## config.mk

```make
export PLATFORM = sky130hd
export DESIGN_NAME = shpc_cell
export DESIGN_NICKNAME = d
export VERILOG_FILES = /design/src/hw/rtl/shpc_pkg.sv /design/src/hw/rtl/shpc_cell.sv
export SDC_FILE = /design/constraint.sdc
export NUM_CORES = 1
export LEC_CHECK = 0
export ABC_AREA = 0
export BUFFER_PORTS_ARGS = -buffer_cell sky130_fd_sc_hd__buf_2
export CAP_MARGIN = 20
export CORE_AREA = 10 10 682 684
export CTS_BUF_LIST = sky130_fd_sc_hd__clkbuf_4
export CTS_CLUSTER_DIAMETER = 60
export CTS_CLUSTER_SIZE = 12
export DETAILED_ROUTE_END_ITERATION = 12
export DIE_AREA = 0 0 692 694
export PLACE_DENSITY = 0.3
export SYNTH_ARGS = -nofsm -noshare
export SYNTH_HDL_FRONTEND = slang
export SYNTH_SLANG_ARGS = --single-unit
export TNS_END_PERCENT = 20
```

## constraint.sdc

```tcl
create_clock -name clock -period 5 [get_ports clock]
set_input_delay 0.5 -clock clock [delete_from_list [all_inputs] [get_ports clock]]
set_output_delay 0.5 -clock clock [all_outputs]
set_load 0.01 [all_outputs]
```

## src/hw/rtl/shpc_pkg.sv

```systemverilog
`default_nettype none
package shpc_pkg;

   localparam int unsigned CoordWidth = 32;
   localparam int unsigned EpsWidth   = CoordWidth - 1;
   localparam int unsigned DiffWidth  = CoordWidth + 1;
   localparam int unsigned DistWidth  = 2 * DiffWidth + 1;
   localparam int unsigned ProdWidth  = DistWidth + CoordWidth;
   localparam int unsigned NumWidth   = ProdWidth + 1;
   localparam int unsigned DenWidth   = DistWidth + 1;
   localparam int unsigned QuoWidth   = NumWidth;
   localparam int unsigned Stages     = QuoWidth;

   typedef enum logic [1:0] {
      REGION_IN  = 2'd0,
      REGION_ON  = 2'd1,
      REGION_OUT = 2'd2
   } region_type;

   typedef struct packed {
      logic signed [CoordWidth-1:0] normal_x;
      logic signed [CoordWidth-1:0] normal_y;
      logic signed [CoordWidth-1:0] ref_x;
      logic signed [CoordWidth-1:0] ref_y;
      logic        [EpsWidth-1:0]   half_thickness;
      logic signed [CoordWidth-1:0] first_x;
      logic signed [CoordWidth-1:0] first_y;
      logic signed [CoordWidth-1:0] second_x;
      logic signed [CoordWidth-1:0] second_y;
   } req_type;

   typedef struct packed {
      logic signed [CoordWidth-1:0] out_first_x;
      logic signed [CoordWidth-1:0] out_first_y;
      logic signed [CoordWidth-1:0] out_second_x;
      logic signed [CoordWidth-1:0] out_second_y;
      logic                         success;
      logic        [1:0]            first_region;
      logic        [1:0]            second_region;
   } rsp_type;

   // one division lane travelling down the chain
   typedef struct packed {
      logic [QuoWidth-1:0] rem;
      logic [QuoWidth-1:0] num;
      logic [DenWidth-1:0] den;
      logic [QuoWidth-1:0] quo;
      logic                neg;
   } lane_type;

   // item carried alongside the lanes
   typedef struct packed {
      logic                    valid;
      rsp_type                 rsp;
      logic                    move_x1;
      logic                    move_x2;
   } ctl_type;

endpackage
`default_nettype wire

```

## src/hw/rtl/shpc_cell.sv

```systemverilog
`default_nettype none
module shpc_cell (
   input  wire logic               clock,
   input  wire logic               reset,
   input  wire logic [$clog2(shpc_pkg::QuoWidth)-1:0] bit_idx,
   input  wire shpc_pkg::ctl_type  ctl_i,
   input  wire shpc_pkg::lane_type lane_x_i,
   input  wire shpc_pkg::lane_type lane_y_i,
   output shpc_pkg::ctl_type       ctl_o,
   output shpc_pkg::lane_type      lane_x_o,
   output shpc_pkg::lane_type      lane_y_o
);
   shpc_pkg::ctl_type  ctl_ff;
   shpc_pkg::lane_type x_ff, y_ff, x_in, y_in;

   function automatic shpc_pkg::lane_type step(shpc_pkg::lane_type l,
                                               logic [$clog2(shpc_pkg::QuoWidth)-1:0] i);
      shpc_pkg::lane_type r;
      logic [shpc_pkg::QuoWidth:0] t;
      r = l;
      t = {l.rem, l.num[i]};
      if (t >= {{(shpc_pkg::QuoWidth + 1 - shpc_pkg::DenWidth){1'b0}}, l.den}) begin
         t = t - {{(shpc_pkg::QuoWidth + 1 - shpc_pkg::DenWidth){1'b0}}, l.den};
         r.quo[i] = 1'b1;
      end
      r.rem = t[shpc_pkg::QuoWidth-1:0];
      return r;
   endfunction

   // one restoring step per lane
   always_comb begin
      x_in = step(lane_x_i, bit_idx);
      y_in = step(lane_y_i, bit_idx);
   end

   always_ff @(posedge clock) begin
      x_ff <= x_in;
      y_ff <= y_in;
      ctl_ff.rsp <= ctl_i.rsp;
      ctl_ff.move_x1 <= ctl_i.move_x1;
      ctl_ff.move_x2 <= ctl_i.move_x2;
      if (reset) begin
         ctl_ff.valid <= 1'b0;
      end else begin
         ctl_ff.valid <= ctl_i.valid;
      end
   end

   assign ctl_o = ctl_ff;
   assign lane_x_o = x_ff;
   assign lane_y_o = y_ff;
endmodule
`default_nettype wire

```

==> impl_metrics.tcl <==
set metrics [dict create \
    routed_wl_mm 380.4 \
    yosysMostFrequentCell "dfxtp_1" \
    p_int_w 0.01298 \
    post-route-drc-count 0 \
    crit_arrival_ps 6080 \
    outcome "complete, no violations" \
    synth_compound_area_share_pct 20.39 \
    yosysSeqAreaShare_pct 51.45 \
    coreArea_um2 451200 \
    pwr-share-comb_pct 29.6 \
    hold_viol 0 \
    synthTopCellsByCount "dfxtp_1, a21oi_1, nand2_1, a21o_1, nor2_1" \
    grt_max_degree 37 \
    synth_area_leaders "dfxtp_1, a21o_1, ha_1" \
    max-cap-violations 0 \
    synthMuxAreaShare_pct 0.5850 \
    viasPerCell 3.388 \
    async_flop_share_pct 0 \
    cts-htree-levels 4 \
    synth_cells 3575 \
    worstPathMaxFanout 8 \
    place_hpwl_mm 328.0 \
    drive_above_1_share_pct 33.46 \
    finalSetupViolCount 0 \
    multi_input_area_um2 15460 \
    netlist.area_leader.share_pct 51.45 \
    ys_types 84 \
    p_leak_nw 33.22 \
    via_count 47080 \
    worstHoldStart "lane_y_i[212]" \
    synth_top_family_by_area "compound AO/OA/AOI/OAI gates" \
    grtUsageTotal_pct 14.96 \
    yosysTopAreaCell "dfxtp_1" \
    max_freq_mhz 203.0 \
    drv_slew 0 \
    hold_depth 2 \
    die_h_um 694 \
    peakVddDrop_mv 0.2180 \
    syn2layout_area_growth_pct 123.6 \
    dieArea_um2 480200 \
    yosys.area_share.xor_xnor_pct 4.662 \
    fin_hold_ws_ps 173.9 \
    cts_tree "built" \
    worst_path_max_delay_cell "a2111oi_2" \
    ios 1757 \
    fill_cells 51100 \
    clkSlewWorstSetupHoldPaths_ps 120 \
    overflow 0 \
    end_kind "flip-flop" \
    start_kind "primary input" \
    fin_crit_ps 4926 \
    syn_area_um2 34010 \
    firstDrtPassIters 7 \
    start_util_pct 7.537 \
    p_clk_share_pct 31.8 \
    grt_pass1_vias 50310 \
    worst_ep_required_time_ps 6160 \
    antenna_found_initial 195 \
    fin_crit_sh_pct 98.53 \
    p_sw_w 0.007463 \
    whs_endpoint "lane_y_o[212]" \
    fp.dieW_um 692 \
    syn_nets 4596 \
    rsz0062_at_grt "true" \
    ant_nets 0 \
    gp_congestion 0.9760 \
    avgSynthCellArea_um2 9.512 \
    worstMarginPinSlew_ps 1106 \
    ys_ff_latch 874 \
    nNetsFinal 8726 \
    cellPowerDensity_nw_per_um2 268.8 \
    synth-simple-area-share_pct 13.54 \
    cts_buffers 148 \
    relSlewSlack_pct 26.11 \
    hold_class "in -> reg" \
    max_stage_delay_ps 560 \
    synth_ff_type "dfxtp_1" \
    critPathKind "in -> reg" \
    total_power_w 0.02044 \
    synth-adder-area-share_pct 5.122 \
    seqCellArea_um2 17500 \
    ys_warn_count 0 \
    clock-sinks 874 \
    cp_common_cell "buf_4" \
    synth_edf_count 0 \
    rows 247 \
    grt_pass1_wl_mm 488.9 \
    cts_buffer_depth 4 \
    power_frac_seq_pct 38.6 \
    drt_iter0_drc 3288 \
    port_buffers 1756 \
    switching_share_pct 36.51 \
    root_buffer "clkbuf_4" \
    wl_per_cell_um 27.38 \
]
timing repair:
action,in CTS,in global routing
hold buffers,1911,1
setup endpoints to repair,27,261
endpoints found under the hold margin,874,1
buffers inserted,3,8
gates cloned,0,2
resized for setup,12,59
pin swaps,4,18
critical path: cells and delay by family:
family,cells,cell delay [ps]
buffers and inverters,9,1530
adders and majority gates,2,600
muxes,1,310
and+or+nand+nor,8,1060
AOI/OAI and AO/OA,8,2050
placed cells by master, fill, tap and decap left out, types with 17 or more instances in the layout:
master | netlist | layout
dlygate4sd3_1 | 0 | 1909
buf_2 | 31 | 1756
dfxtp_1 | 874 | 874
buf_4 | 8 | 431
a21oi_1 | 282 | 279
nand2_1 | 267 | 264
a21o_1 | 243 | 243
nor2_1 | 241 | 233
inv_1 | 190 | 190
o21ai_0 | 189 | 185
clkbuf_4 | 0 | 155
ha_1 | 136 | 135
nand4_1 | 116 | 116
xnor2_1 | 116 | 115
diode_2 | 0 | 102
a22oi_1 | 83 | 82
nor3_1 | 81 | 72
xor2_1 | 65 | 65
o21bai_1 | 53 | 52
nand3_1 | 48 | 47
buf_12 | 0 | 41
nor4_1 | 32 | 28
nand2b_1 | 26 | 25
a211oi_1 | 26 | 23
or3_1 | 20 | 20
nor2b_1 | 21 | 20
inv_8 | 0 | 20
o21a_1 | 20 | 19
o211ai_1 | 19 | 19
bufinv_16 | 0 | 19
clkinvlp_4 | 0 | 17
worst max-delay path by stage:
stage / startpoint / endpoint / slack [ps] / cells past startpoint
6_report: bit_idx[1] / lane_y_o[323] / 70 / 28
4_1_cts: bit_idx[4] / lane_x_o[282] / 10 / 22
5_1_grt: lane_y_i[243] / lane_y_o[321] / -60 / 29
2_1_floorplan: bit_idx[2] / lane_y_o[357] / -8 / 21
3_3_place_gp: bit_idx[1] / lane_y_o[323] / -2020 / 28
3_5_place_dp: bit_idx[2] / lane_x_o[343] / -2070 / 27
per-layer routing:
metal,track usage (%),wire length [um]
met2,25.41,179600
met5,0,713
met4,5.568,16610
met1,17.60,152700
met3,4.720,30770
cell type report:
class / count / area share, %
Inverter: 190 / 0.9379
Clock inverter: 110 / 1.728
Antenna cell: 102 / 0.3357
Multi-Input combinational cell: 2339 / 20.33
Timing Repair Buffer: 4152 / 42.30
Sequential cell: 874 / 23.01
Clock buffer: 154 / 1.520
Tap cell: 5976 / 9.833
registers in the layout (all words and copies together), names as in the netlist:
name / count
lane_y_o: 369
ctl_o: 136
lane_x_o: 369
metrics by stage:
stage / worst slack (ps) / setup TNS, ps / cell area (um2) / utilization [%] / instances
final: 73.73 / 0 / 76040 / 16.85 / 13900
after global routing: -62.81 / -220.5 / 75870 / 16.81 / 13830
after CTS: 13.95 / 0 / 75410 / 16.71 / 13790
after detailed placement: -2073 / -441700 / 53750 / 11.91 / 11610
after global placement: -2025 / -442720 / 53740 / 11.91 / 11610
after floorplan: -7.764 / -7.764 / 34020 / - / 3575
power by group through the flow:
stage | sequential (W) | clock [W] | combinational [W]
floorplan | 0.00816 | 0 | 0.00135
global placement | 0.00806 | 0 | 0.00472
detailed placement | 0.00805 | 0 | 0.00469
CTS | 0.00789 | 0.00685 | 0.00611
global route | 0.00792 | 0.00702 | 0.00640
finish | 0.00789 | 0.00651 | 0.00605
cells by family after synthesis:
| group | Yosys count |
|---|---|
| AOI/OAI and AO/OA | 1060 |
| and+or+nand+nor | 944 |
| DFF | 874 |
| buffers and inverters | 363 |
| xor gates and xnor gates | 181 |
| adders and majority gates | 138 |
| muxes | 15 |
(Power assumes the default switching activity.)
